## src/i2cra_pkg.sv

```systemverilog
// shared types and constants for the i2c register access master
package i2cra_pkg;

  localparam logic [1:0] OP_TICK  = 2'd0;
  localparam logic [1:0] OP_READ  = 2'd1;
  localparam logic [1:0] OP_WRITE = 2'd2;

  localparam logic [6:0] SLAVE_ADDR_RST = 7'd64;

  localparam int unsigned QUEUE_DEPTH = 2;

  typedef struct packed {
    logic [1:0]  op;
    logic [7:0]  reg_sel;
    logic [15:0] write_data;
    logic        sda_in;
  } in_word_t;

  typedef struct packed {
    logic        scl_level;
    logic        sda_level;
    logic        busy_res;
    logic        done_res;
    logic        ack_error;
    logic [15:0] read_data;
  } out_word_t;

  typedef enum logic [1:0] {
    REQ_TICK,
    REQ_READ,
    REQ_WRITE
  } req_e;

  typedef struct packed {
    req_e        req;
    logic [7:0]  reg_sel;
    logic [15:0] write_data;
    logic        sda_in;
  } tick_t;

  typedef enum logic [4:0] {
    PH_IDLE,
    PH_ST_SDA1,
    PH_ST_SCL1,
    PH_ST_SDA0,
    PH_ST_SCL0,
    PH_TX_SDA,
    PH_TX_SCLH,
    PH_TX_SCLL,
    PH_RA_SDA,
    PH_RA_SCLH,
    PH_RA_SCLL,
    PH_RX_REL,
    PH_RX_SCLH,
    PH_RX_SCLL,
    PH_SA_SDA,
    PH_SA_SCLH,
    PH_SA_SCLL,
    PH_SP_SDA0,
    PH_SP_SCLH,
    PH_SP_SDA1
  } phase_e;

endpackage

```

## src/i2cra_front.sv

```systemverilog
// front end: classifies incoming ticks and queues them for the sequencer
module i2cra_front import i2cra_pkg::*; (
  input  logic     clk_i,
  input  logic     rst_ni,
  input  logic     in_valid_i,
  output logic     in_stall_o,
  input  in_word_t in_word_i,
  output logic     q_valid_o,
  input  logic     q_pop_i,
  output tick_t    q_word_o
);

  localparam int unsigned PtrW = (QUEUE_DEPTH > 1) ? $clog2(QUEUE_DEPTH) : 1;
  localparam int unsigned CntW = $clog2(QUEUE_DEPTH + 1);

  tick_t            entry_q [QUEUE_DEPTH];
  logic [PtrW-1:0]  wr_ptr_q, wr_ptr_d;
  logic [PtrW-1:0]  rd_ptr_q, rd_ptr_d;
  logic [CntW-1:0]  count_q, count_d;
  tick_t            cls;
  logic             push, pop;

  // op value three behaves as a plain tick
  always_comb begin
    cls.reg_sel    = in_word_i.reg_sel;
    cls.write_data = in_word_i.write_data;
    cls.sda_in     = in_word_i.sda_in;
    case (in_word_i.op)
      OP_READ:  cls.req = REQ_READ;
      OP_WRITE: cls.req = REQ_WRITE;
      default:  cls.req = REQ_TICK;
    endcase
  end

  assign in_stall_o = (count_q == CntW'(QUEUE_DEPTH));
  assign push       = in_valid_i && !in_stall_o;
  assign pop        = q_pop_i && (count_q != '0);
  assign q_valid_o  = (count_q != '0);
  assign q_word_o   = entry_q[rd_ptr_q];

  always_comb begin
    wr_ptr_d = wr_ptr_q;
    rd_ptr_d = rd_ptr_q;
    count_d  = count_q;
    if (push) begin
      wr_ptr_d = (wr_ptr_q == PtrW'(QUEUE_DEPTH - 1)) ? '0 : wr_ptr_q + 1'b1;
    end
    if (pop) begin
      rd_ptr_d = (rd_ptr_q == PtrW'(QUEUE_DEPTH - 1)) ? '0 : rd_ptr_q + 1'b1;
    end
    if (push && !pop) begin
      count_d = count_q + 1'b1;
    end else if (pop && !push) begin
      count_d = count_q - 1'b1;
    end
  end

  always_ff @(posedge clk_i or negedge rst_ni) begin
    if (!rst_ni) begin
      wr_ptr_q <= '0;
      rd_ptr_q <= '0;
      count_q  <= '0;
    end else begin
      wr_ptr_q <= wr_ptr_d;
      rd_ptr_q <= rd_ptr_d;
      count_q  <= count_d;
    end
  end

  always_ff @(posedge clk_i) begin
    if (push) begin
      entry_q[wr_ptr_q] <= cls;
    end
  end

endmodule

```

## src/i2cra_back.sv

```systemverilog
// back end: i2c pin step sequencer with registered result word
module i2cra_back import i2cra_pkg::*; #(
  parameter int unsigned DATA_BYTES = 2
) (
  input  logic       clk_i,
  input  logic       rst_ni,
  input  logic [6:0] slave_addr_i,
  input  logic       q_valid_i,
  output logic       q_pop_o,
  input  tick_t      q_word_i,
  output logic       out_valid_o,
  input  logic       out_stall_i,
  output out_word_t  out_word_o
);

  localparam int unsigned NBytes = (DATA_BYTES < 1) ? 1 : ((DATA_BYTES > 4) ? 4 : DATA_BYTES);
  localparam logic [3:0] WrLast = 4'(2 + NBytes);
  localparam logic [3:0] RdLast = 4'(3 + NBytes);
  localparam logic [2:0] NbW    = 3'(NBytes);

  phase_e      phase_q, phase_d;
  logic [3:0]  bit_q, bit_d;
  logic [7:0]  shift_q, shift_d;
  logic [2:0]  byte_q, byte_d;
  logic        is_read_q;
  logic [7:0]  reg_q;
  logic [15:0] data_q;
  logic [15:0] rx_q, rx_d;
  logic        scl_q, scl_d;
  logic        sda_q, sda_d;
  logic        done, err;

  logic        out_valid_q;
  out_word_t   out_q;

  // values seen by this step, a request from idle restarts everything
  logic        start;
  phase_e      ph_e;
  logic        rd_e;
  logic [7:0]  reg_e;
  logic [15:0] data_e;
  logic [15:0] rx_e;
  logic [2:0]  byte_e;
  logic [3:0]  bit_e;
  logic [7:0]  shift_e;
  logic [2:0]  byte_nx;
  logic [3:0]  bit_nx;
  logic [2:0]  tx_idx;
  logic [7:0]  tx_val;
  logic        tx_more;
  logic        rx_last;
  logic [2:0]  d_idx, k_idx;

  assign q_pop_o = q_valid_i && (!out_valid_q || !out_stall_i);

  assign start  = (phase_q == PH_IDLE) &&
                  (q_word_i.req == REQ_READ || q_word_i.req == REQ_WRITE);
  assign ph_e    = start ? PH_ST_SDA1 : phase_q;
  assign rd_e    = start ? (q_word_i.req == REQ_READ) : is_read_q;
  assign reg_e   = start ? q_word_i.reg_sel : reg_q;
  assign data_e  = start ? q_word_i.write_data : data_q;
  assign rx_e    = (start && q_word_i.req == REQ_READ) ? '0 : rx_q;
  assign byte_e  = start ? '0 : byte_q;
  assign bit_e   = start ? '0 : bit_q;
  assign shift_e = start ? '0 : shift_q;

  assign byte_nx = byte_e + 3'd1;
  assign bit_nx  = bit_e + 4'd1;
  assign rx_last = ({1'b0, byte_e} >= RdLast);
  assign tx_more = rd_e ? (byte_nx < 3'd2) : ({1'b0, byte_nx} < WrLast);

  // byte to send: address+W, register, then address+R or data msb first
  assign tx_idx = (ph_e == PH_RA_SCLL) ? byte_nx : byte_e;
  assign d_idx  = tx_idx - 3'd2;
  assign k_idx  = NbW - 3'd1 - d_idx;
  always_comb begin
    if (tx_idx == 3'd0) begin
      tx_val = {slave_addr_i, 1'b0};
    end else if (tx_idx == 3'd1) begin
      tx_val = reg_e;
    end else if (rd_e) begin
      tx_val = {slave_addr_i, 1'b1};
    end else if (d_idx >= NbW) begin
      tx_val = '0;
    end else if (k_idx == 3'd0) begin
      tx_val = data_e[7:0];
    end else if (k_idx == 3'd1) begin
      tx_val = data_e[15:8];
    end else begin
      tx_val = '0;
    end
  end

  // next phase
  always_comb begin
    case (ph_e)
      PH_ST_SDA1: phase_d = PH_ST_SCL1;
      PH_ST_SCL1: phase_d = PH_ST_SDA0;
      PH_ST_SDA0: phase_d = PH_ST_SCL0;
      PH_ST_SCL0: phase_d = PH_TX_SDA;
      PH_TX_SDA:  phase_d = PH_TX_SCLH;
      PH_TX_SCLH: phase_d = PH_TX_SCLL;
      PH_TX_SCLL: phase_d = (bit_nx >= 4'd8) ? PH_RA_SDA : PH_TX_SDA;
      PH_RA_SDA:  phase_d = PH_RA_SCLH;
      PH_RA_SCLH: phase_d = PH_RA_SCLL;
      PH_RA_SCLL: begin
        if (shift_e[0]) begin
          phase_d = PH_IDLE;
        end else if (tx_more) begin
          phase_d = PH_TX_SDA;
        end else if (!rd_e) begin
          phase_d = PH_SP_SDA0;
        end else if (byte_nx == 3'd2) begin
          phase_d = PH_ST_SDA1;
        end else begin
          phase_d = PH_RX_REL;
        end
      end
      PH_RX_REL:  phase_d = PH_RX_SCLH;
      PH_RX_SCLH: phase_d = PH_RX_SCLL;
      PH_RX_SCLL: phase_d = (bit_nx >= 4'd8) ? PH_SA_SDA : PH_RX_SCLH;
      PH_SA_SDA:  phase_d = PH_SA_SCLH;
      PH_SA_SCLH: phase_d = PH_SA_SCLL;
      PH_SA_SCLL: phase_d = rx_last ? PH_SP_SDA0 : PH_RX_REL;
      PH_SP_SDA0: phase_d = PH_SP_SCLH;
      PH_SP_SCLH: phase_d = PH_SP_SDA1;
      default:    phase_d = PH_IDLE;
    endcase
  end

  // pin steps and datapath
  always_comb begin
    scl_d   = scl_q;
    sda_d   = sda_q;
    bit_d   = bit_e;
    shift_d = shift_e;
    byte_d  = byte_e;
    rx_d    = rx_e;
    done    = 1'b0;
    err     = 1'b0;
    case (ph_e)
      PH_ST_SDA1: sda_d = 1'b1;
      PH_ST_SCL1: scl_d = 1'b1;
      PH_ST_SDA0: sda_d = 1'b0;
      PH_ST_SCL0: begin
        scl_d   = 1'b0;
        shift_d = tx_val;
        bit_d   = '0;
      end
      PH_TX_SDA:  sda_d = shift_e[7];
      PH_TX_SCLH: scl_d = 1'b1;
      PH_TX_SCLL: begin
        scl_d   = 1'b0;
        shift_d = {shift_e[6:0], 1'b0};
        bit_d   = bit_nx;
      end
      PH_RA_SDA:  sda_d = 1'b1;
      PH_RA_SCLH: begin
        scl_d   = 1'b1;
        shift_d = {7'd0, q_word_i.sda_in};
      end
      PH_RA_SCLL: begin
        scl_d = 1'b0;
        if (shift_e[0]) begin
          // nack: abort without stop
          done = 1'b1;
          err  = 1'b1;
          if (rd_e) begin
            rx_d = '0;
          end
        end else begin
          byte_d = byte_nx;
          if (tx_more) begin
            shift_d = tx_val;
            bit_d   = '0;
          end
        end
      end
      PH_RX_REL: begin
        sda_d   = 1'b1;
        bit_d   = '0;
        shift_d = '0;
      end
      PH_RX_SCLH: begin
        scl_d   = 1'b1;
        shift_d = {shift_e[6:0], q_word_i.sda_in};
      end
      PH_RX_SCLL: begin
        scl_d = 1'b0;
        bit_d = bit_nx;
        if (bit_nx >= 4'd8) begin
          rx_d   = {rx_e[7:0], shift_e};
          byte_d = byte_nx;
        end
      end
      PH_SA_SDA:  sda_d = rx_last;
      PH_SA_SCLH: scl_d = 1'b1;
      PH_SA_SCLL: scl_d = 1'b0;
      PH_SP_SDA0: sda_d = 1'b0;
      PH_SP_SCLH: scl_d = 1'b1;
      PH_SP_SDA1: begin
        sda_d = 1'b1;
        done  = 1'b1;
      end
      default: ;
    endcase
  end

  always_ff @(posedge clk_i or negedge rst_ni) begin
    if (!rst_ni) begin
      phase_q   <= PH_IDLE;
      bit_q     <= '0;
      shift_q   <= '0;
      byte_q    <= '0;
      is_read_q <= 1'b0;
      reg_q     <= '0;
      data_q    <= '0;
      rx_q      <= '0;
      scl_q     <= 1'b1;
      sda_q     <= 1'b1;
    end else if (q_pop_o) begin
      phase_q   <= phase_d;
      bit_q     <= bit_d;
      shift_q   <= shift_d;
      byte_q    <= byte_d;
      is_read_q <= rd_e;
      reg_q     <= reg_e;
      data_q    <= data_e;
      rx_q      <= rx_d;
      scl_q     <= scl_d;
      sda_q     <= sda_d;
    end
  end

  always_ff @(posedge clk_i or negedge rst_ni) begin
    if (!rst_ni) begin
      out_valid_q <= 1'b0;
    end else if (q_pop_o) begin
      out_valid_q <= 1'b1;
    end else if (!out_stall_i) begin
      out_valid_q <= 1'b0;
    end
  end

  always_ff @(posedge clk_i) begin
    if (q_pop_o) begin
      out_q.scl_level <= scl_d;
      out_q.sda_level <= sda_d;
      out_q.busy_res  <= (phase_d != PH_IDLE);
      out_q.done_res  <= done;
      out_q.ack_error <= err;
      out_q.read_data <= rx_d;
    end
  end

  assign out_valid_o = out_valid_q;
  assign out_word_o  = out_q;

  a_done_not_busy: assert property (@(posedge clk_i) disable iff (!rst_ni)
    out_valid_q |-> !(out_q.done_res && out_q.busy_res))
    else $error("done word reports busy");

  a_err_with_done: assert property (@(posedge clk_i) disable iff (!rst_ni)
    (out_valid_q && out_q.ack_error) |-> out_q.done_res)
    else $error("ack error without done");

  a_idle_tick_quiet: assert property (@(posedge clk_i) disable iff (!rst_ni)
    (q_pop_o && phase_q == PH_IDLE && q_word_i.req == REQ_TICK) |=>
      (!out_q.busy_res && !out_q.done_res && out_q.scl_level == $past(scl_q)
       && out_q.sda_level == $past(sda_q)))
    else $error("idle tick changed bus or status");

  a_bit_count_range: assert property (@(posedge clk_i) disable iff (!rst_ni)
    bit_q <= 4'd8)
    else $error("bit counter out of range");

  a_nack_abort_pins: assert property (@(posedge clk_i) disable iff (!rst_ni)
    (out_valid_q && out_q.ack_error) |-> (!out_q.scl_level && out_q.sda_level))
    else $error("abort left bus in wrong state");

endmodule

```

## src/i2c_master_register_access.sv

```systemverilog
// top level of the i2c master register read/write sequencer
//
// Each input word is one bus tick: the sampled SDA level and, while the
// master is idle, an optional read or write request for a 16-bit register.
// Each accepted word gives exactly one output word with the SCL/SDA drive
// levels after that tick's pin step, busy, done, ack error and the word
// received so far.
// Both channels use valid/stall; a word moves when valid is high and stall
// is low. The slave address register is written through cfg_we_i and resets
// to 64; the user must write it only while the master is idle, as the
// block itself does not enforce this. An accepted input word passes
// through the two-entry tick queue, then the sequencer and its output
// register. While the output is not stalled, throughput is one word per
// cycle, set by the sequencer, which makes one pin step per cycle.
// While the output is stalled a valid output word holds, the queue fills and
// in_stall_o rises once both entries are taken.
// After reset the bus is released (SCL and SDA high), the sequencer is idle
// and the queue is empty.
module i2c_master_register_access import i2cra_pkg::*; #(
  parameter int unsigned DATA_BYTES = 2
) (
  input  logic       clk_i,
  input  logic       rst_ni,
  input  logic       cfg_we_i,
  input  logic [6:0] cfg_wdata_i,
  input  logic       in_valid_i,
  output logic       in_stall_o,
  input  in_word_t   in_word_i,
  output logic       out_valid_o,
  input  logic       out_stall_i,
  output out_word_t  out_word_o
);

  logic [6:0] slave_addr_q;
  logic       q_valid;
  logic       q_pop;
  tick_t      q_word;

  always_ff @(posedge clk_i or negedge rst_ni) begin
    if (!rst_ni) begin
      slave_addr_q <= SLAVE_ADDR_RST;
    end else if (cfg_we_i) begin
      slave_addr_q <= cfg_wdata_i;
    end
  end

  i2cra_front u_front (
    .clk_i      (clk_i),
    .rst_ni     (rst_ni),
    .in_valid_i (in_valid_i),
    .in_stall_o (in_stall_o),
    .in_word_i  (in_word_i),
    .q_valid_o  (q_valid),
    .q_pop_i    (q_pop),
    .q_word_o   (q_word)
  );

  i2cra_back #(
    .DATA_BYTES (DATA_BYTES)
  ) u_back (
    .clk_i        (clk_i),
    .rst_ni       (rst_ni),
    .slave_addr_i (slave_addr_q),
    .q_valid_i    (q_valid),
    .q_pop_o      (q_pop),
    .q_word_i     (q_word),
    .out_valid_o  (out_valid_o),
    .out_stall_i  (out_stall_i),
    .out_word_o   (out_word_o)
  );

endmodule
```

## config.mk

```make
export PLATFORM = sky130hd
export DESIGN_NAME = i2c_master_register_access
export DESIGN_NICKNAME = d
export VERILOG_FILES = /design/src/i2cra_pkg.sv /design/src/i2cra_front.sv /design/src/i2cra_back.sv /design/src/i2c_master_register_access.sv
export SDC_FILE = /design/constraint.sdc
export NUM_CORES = 1
export LEC_CHECK = 0
export ABC_AREA = 1
export BUFFER_PORTS_ARGS = -buffer_cell sky130_fd_sc_hd__buf_2
export CORE_ASPECT_RATIO = 0.9
export CORE_MARGIN = 1
export CORE_UTILIZATION = 60
export CTS_BUF_LIST = sky130_fd_sc_hd__clkbuf_16
export DETAILED_ROUTE_END_ITERATION = 12
export GPL_TIMING_DRIVEN = 0
export PLACE_DENSITY = 0.91
export SYNTH_ARGS = -nofsm -noshare
export SYNTH_HDL_FRONTEND = slang
export SYNTH_SLANG_ARGS = --single-unit
```

## constraint.sdc

```tcl
create_clock -name clk_i -period 3.4 [get_ports clk_i]
set_input_delay 0.17 -clock clk_i [delete_from_list [all_inputs] [get_ports clk_i]]
set_output_delay 0.17 -clock clk_i [all_outputs]
set_load 0.02 [all_outputs]
```

## After elaboration in Yosys (flattened, before gate mapping)

Memory sizes are Yosys's and may differ from the RTL's.
Index checks and enable logic that the tools add are counted.

- Input port bits: 39
- Memories kept: 1
- Register bits: 96
- Logic and storage cells: 139
- Output and inout bits: 23
- Bits in writable memories: 54

- Add/subtract/negate cells: 8
- Reduce and logical (&&, ||, !) cells: 26
- Eq/ne operators: 28
- Mux-type cells: 50
- $lt $le $gt $ge: 5

Memories:

| memory | words | bits a word | rd ports | clocked after memory_dff | wr ports | RTL line | text |
|---|---|---|---|---|---|---|---|
| u_front.entry_q | 2 | 27 | 1 | 0 | 1 | i2cra_front.sv:16 | `tick_t entry_q [QUEUE_DEPTH];` |

Operators by type and width:

| cell | count |
|---|---|
| $pmux 5 s18 | 1 |
| $mux 16 | 5 |
| $mux 8 | 10 |
| $pmux 8 s6 | 1 |
| $eq 5x4->1 const B | 8 |
| $pmux 16 s2 | 1 |
| $mux 5 | 5 |
| $eq 5x3->1 const B | 4 |
| $eq 5x5->1 const B | 4 |
| $mux 4 | 5 |
| $mux 3 | 4 |
| $pmux 4 s3 | 1 |
| $eq 5x2->1 const B | 2 |
| $mux 1 | 9 |
| $logic_and 1x1->1 | 7 |
| $eq 2x2->1 const B | 3 |
| $eq 3x1->1 const B | 2 |
| $logic_not 3->1 | 2 |
| $mux 2 | 3 |
| $pmux 3 s2 | 1 |
| $reduce_or 2->1 | 3 |
| $reduce_or 6->1 | 1 |
| $eq 5x1->1 const B | 1 |
| $logic_not 1->1 | 5 |
| other kinds (24) | 29 |

## Longest topological paths before layout

An unclocked memory read counts as a cell.

- Depth in word-level cells: 19
- Gate-level depth with buffers: 20

## Cells and area by module

Synthesis repeated with hierarchy kept, for this count alone.

- Cells, all modules: 952
- Area, all modules: 7860.0 um^2

Modules (own cells, without submodules):

| module | instances | cells each | area an instance (um^2) |
|---|---|---|---|
| i2cra_back | 1 | 746 | 5328.9 |
| i2cra_front | 1 | 176 | 2260.9 |
| i2c_master_register_access | 1 | 30 | 270.3 |

## Worst setup path before layout

Ideal clock, no wire load.

- Path type: reg2reg
- Start: register u_front.rd_ptr_q
- End: register u_back.out_q, in the netlist u_back.out_word_o[18] (data pin)
- Path slack: 0.415 ns
- Stages on the path, launching flop included: 17
- Data required time: 3.137 ns
- Data arrival time: 2.723 ns
- Period minus slack after synthesis: 2.985 ns
- Cells stage by stage: dfrtp_1 -> buf_2 -> buf_1 -> mux2i_1 -> ha_1 -> nor2_1 -> nand3_4 -> nand2_2 -> inv_1 -> nand2_1 -> nand2_1 -> o21ai_2 -> nand2_2 -> nand3_1 -> o22ai_1 -> or2_2 -> nand3b_1

- Word-level cells in the longest chain between the ends: 13
- Elaborated cells on any way between the ends: 45
- Those cells by class: 2 x add/sub; 4 x order compare; 21 x eq/ne; 14 x mux; 3 x reduce/logical; 1 x memory

RTL lines:

| what | RTL line | text |
|---|---|---|
| start: declaration | i2cra_front.sv:18 | `logic [PtrW-1:0] rd_ptr_q, rd_ptr_d;` |
| start signal: assignment | i2cra_front.sv:65 | `rd_ptr_q <= rd_ptr_d;` |
| $mem_v2 2x27 * | n/a |  |
| branches (longest 10 deep; another with $add 3x1->3) | n/a |  |
| $pmux 5 s18 * | i2cra_back.sv:96 | `case (ph_e)` |
| $reduce_bool 5->1 * | i2cra_back.sv:249 | `out_q.busy_res <= (phase_d != PH_IDLE);` |
| end: declaration | i2cra_back.sv:34 | `out_word_t out_q;` |

Every way passes the cells marked *.
A chain may end at the register's enable or synchronous reset.

## Worst setup path after layout

- Start: register u_front.rd_ptr_q
- End: register u_back.out_q, in the netlist u_back.out_word_o[11] (data pin)

- Word-level cells in the longest chain between the ends: 9
- Elaborated cells on any way between the ends: 19
- Those cells by class: 1 x add/sub; 1 x order compare; 4 x eq/ne; 9 x mux; 3 x reduce/logical; 1 x memory

RTL lines:

| what | RTL line | text |
|---|---|---|
| $mem_v2 2x27 * | n/a |  |
| $eq 2x1->1 or $eq 2x2->1 (tied branches) | i2cra_back.sv:57, i2cra_back.sv:59, i2cra_back.sv:62 |  |
| $logic_or 1x1->1 | i2cra_back.sv:57 | `(q_word_i.req == REQ_READ \|\| q_word_i.req == REQ_WRITE);` |
| $logic_and 1x1->1 | i2cra_back.sv:56 | `assign start = (phase_q == PH_IDLE) &&` |
| $mux 4 or $logic_and 1x1->1 (tied branches) | i2cra_back.sv:64, i2cra_back.sv:62 |  |
| $add 4x1->4 or $mux 16 (tied branches) | i2cra_back.sv:68, i2cra_back.sv:62 |  |
| $ge 4x4->1 or $mux 16 (tied branches) | i2cra_back.sv:191, i2cra_back.sv:168 |  |
| $mux 16, on equally long branches | i2cra_back.sv:191, i2cra_back.sv:164 |  |
| $pmux 16 s2 * | i2cra_back.sv:141 | `case (ph_e)` |
| net u_back.rx_d[11] | i2cra_back.sv:28 | `logic [15:0] rx_q, rx_d;` |

Mark *: on every way through the listed nets, which the timed path passes. The rest lies on a longest branch.

==> metrics.txt <==
top cell type's share of synthesized area 29.96%; global-route wire length before repair 33.24 mm; # DRC 0; GRT Residual Overflow 0; power per cell area 989.2 mW/mm^2; post-DP HPWL 13.59 mm; Setup Buffers After CTS 0; Cell Rows 38; top_reg_cell synth edfxtp_1; Initial Utilization 62.00%; fin util 74.51%; Synth cell types 48; die width 120.0 um; Fin. Hold Viols 0; Post-synth ARST share 50.00%; Worst-path clk slew 60 ps; initial antenna violation count 0; Post-Synth Simple-Gate Area 23.32%; Worst slew margin 27.94%; Post-Synth Adder-Cell Area 0.4993%; Routed Antenna Nets 0; Synth Area per Inst 8.772 um^2; Final Power 8.936 mW; WS Path Type register to register; worst-margin pin slew 1074 ps; number of clock sinks 150; core area 0.01212 mm^2; largest family of logic cells by synthesized area simple AND/OR/NAND/NOR gates; I/O pins 62; Min-Delay Path Class input port to register; RSZ-0062 raised after global routing no; Port Buf Inserts 61; CP Max Fanout 10; Compound-Gate Fraction of Synth Area 12.20%; Crit path max-delay family simple AND/OR/NAND/NOR gates; antenna fix cells 0; via count 6907; XOR/XNOR share of the synthesized area 0.6991%; die height 108.2 um; Clk pwr share 21.0%; worst skew pair latency 440 ps; commonest non-fill, non-tap cell in the layout nand2_1; Period Utilization, post-route 93.05%; Pre-antenna DRT Iters 6; Max Clock Freq 316.1 MHz; post-DR vias/cell 6.017; Worst R2R Start u_front.rd_ptr_q; largest net degree at the start of global routing 43; critical path buffer and inverter count 7; Switching Fraction 45.07%; die area 0.01298 mm^2; YS warnings 0; Reg power frac 31.9%; routed wire length 20.89 mm; register bit count reported by yosys 150; startpoint types register; P_sw 4.028 mW; most used cell, CP nand2_1; Tmin final 3164 ps; run status finished clean; multiplexer area fraction after synthesis 2.397%; Bufs on Longest Clock Path 2; Leak 4.243 nW; Critical Path Start u_front.rd_ptr_q; Worst path slowest cell dfrtp_1; Max-Cap Viols 0; Setup crit end kind register; top post-synthesis cells by area edfxtp_1 (30%), dfrtp_1 (24%), nand2_1 (14%); Post-synth EDFFs 75; CP peak stage delay 320 ps; Worst VDD drop 0.5832 mV; number of nets in the layout 1017; DRT iter0 DRCs 1066; number of buffers created by CTS 17; final setup fails 0; Final GP Congestion 0.9362; Slew Viols, Final 0; Syn Std Cell Area 0.007517 mm^2; TritonCTS clock tree built; Area Growth Syn to Fin 20.17%; root buf cell clkbuf_16; Setup Skew 8.212 ps; worst path cell trace buf_4, buf_6, mux2i_1, ha_1, nor2_2, nand3_4, nand2_1, inv_1, nand3_1, nand2_1, o21ai_2, inv_1, nand2_1, nand2_1, inv_2, buf_6, o21ai_0, nand2_1, inv_1; largest area contributor in the synthesized netlist edfxtp_1; internal cell power 4.908 mW; cells after synthesis 857; combinational group share of total power 47.2%; layout cells sized above 1 15.79%; WL/cell 18.20 um; Worst Path Arrival 3360 ps; post-synth net total 899; most frequent cells in the layout nand2_1 (285), o21ai_0 (81), edfxtp_1 (75), dfrtp_1 (72), buf_2 (70); hold path startpoint in_word_i[26]; Seq/Total Area, Yosys 54.98%; Total GRT Usage 34.17%; number of global-route vias before repair 6652; # H-tree levels 4; Critical Path RT 3590 ps
## worst reg2reg max path, cell delays in order, from the launching register on
cell and delay, ps:
dfrtp_1 320, buf_4 210, buf_6 190, mux2i_1 200
ha_1 250, nor2_2 190, nand3_4 160, nand2_1 100
inv_1 60, nand3_1 100, nand2_1 80, o21ai_2 90
inv_1 80, nand2_1 130, nand2_1 180, inv_2 140
buf_6 170, o21ai_0 110, nand2_1 100, inv_1 60
## area by class of cell
| class | count | area, um^2 |
|---|---|---|
| Buffer | 33 | 170.2 |
| Clock buffer | 17 | 425.4 |
| Clock inverter | 15 | 156.4 |
| Fill cell | 798 | 3090 |
| Inverter | 76 | 287.8 |
| Multi-Input combinational cell | 598 | 2953 |
| Sequential cell | 150 | 4133 |
| Tap cell | 160 | 200.2 |
| Timing Repair Buffer | 99 | 708.2 |
## final timing paths
kind                                           to  slack [ps]  cells after the start
max                         u_back.out_word_o[11]         240                     19
min                        u_front.entry_q[0][25]          40                      2
max reg2reg                 u_back.out_word_o[11]         240                     19
min reg2reg                          u_back.scl_q         470                      2
max in group asynchronous         slave_addr_q[6]        2490                      3
min in group asynchronous         u_back.reg_q[4]         240                      2
## logic make-up after synthesis
kind of cell | count (synthesis)
and+or+nand+nor | 421
AOI/OAI and AO/OA | 150
DFF | 150
buffers and inverters | 109
muxes | 18
xor gates and xnor gates | 6
adders and majority gates | 3
## power groups by stage
stage	clock network, mW	logic (mW)	registers, mW
finish	1.87	4.22	2.85
global placement	0	3.80	2.84
floorplan	0	2.69	2.96
detailed placement	0	3.94	2.85
CTS	1.87	4.04	2.82
global route	1.95	4.57	2.89
## through the flow
stage               hold WS (ps)  worst slack, ps  setup TNS, ps  cells  instance area (um^2)
finish                     36.20            236.2              0   1148                  9034
CTS                        31.69            69.18              0   1148                  9021
detailed placement         162.2           -309.2          -5413   1081                  8082
floorplan                 -125.6            414.5              0    857                  7517
global placement           357.1           -275.3          -3680   1078                  8023
global route               43.31            29.28              0   1148                  9034
## flip-flops by register name (all words and copies together) (netlist names)
signal / count
u_back.scl_q: 1
slave_addr_q: 7
u_back.data_q: 16
u_back.shift_q: 8
u_back.out_word_o: 21
u_back.is_read_q: 1
u_back.byte_q: 3
u_front.wr_ptr_q: 1
u_front.rd_ptr_q: 1
u_back.rx_q: 16
u_back.sda_q: 1
u_front.count_q: 2
u_back.reg_q: 8
u_back.out_valid_o: 1
u_back.phase_q: 5
u_back.bit_q: 4
u_front.entry_q: 54
## Yosys cell counts (3+ instances only)
| library cell | count |
|---|---|
| nor3_1 | 7 |
| o211ai_1 | 3 |
| o21a_1 | 4 |
| edfxtp_1 | 75 |
| o21ai_2 | 3 |
| a22oi_1 | 4 |
| a31oi_1 | 5 |
| buf_2 | 10 |
| a21oi_1 | 14 |
| inv_2 | 8 |
| inv_1 | 67 |
| clkbuf_1 | 17 |
| nand2_1 | 287 |
| o31a_1 | 7 |
| dfrtp_1 | 72 |
| nor2_2 | 4 |
| nand4_1 | 5 |
| nand2_2 | 5 |
| mux2i_1 | 18 |
| o22ai_1 | 5 |
| xor2_1 | 3 |
| o21ai_0 | 81 |
| o21ai_1 | 6 |
| o22ai_2 | 7 |
| nand3_1 | 39 |
| ha_1 | 3 |
| xnor2_1 | 3 |
| nor2_1 | 64 |
| dfstp_2 | 3 |
## routing by layer
metal	wire length, um	up-vias	global-route usage, %
li1	-	3101	-
met1	8055	3200	43.96
met2	9897	519	55.05
met4	735	0	16.25
met3	2202	87	8.017
met5	0	-	0
## timing repair
action,CTS,global route
setup endpoints to repair,49,44
hold buffers,35,0
endpoints found under the hold margin,89,0
gates resized for setup,4,6
No activity file was read; power rests on OpenSTA's default activity.
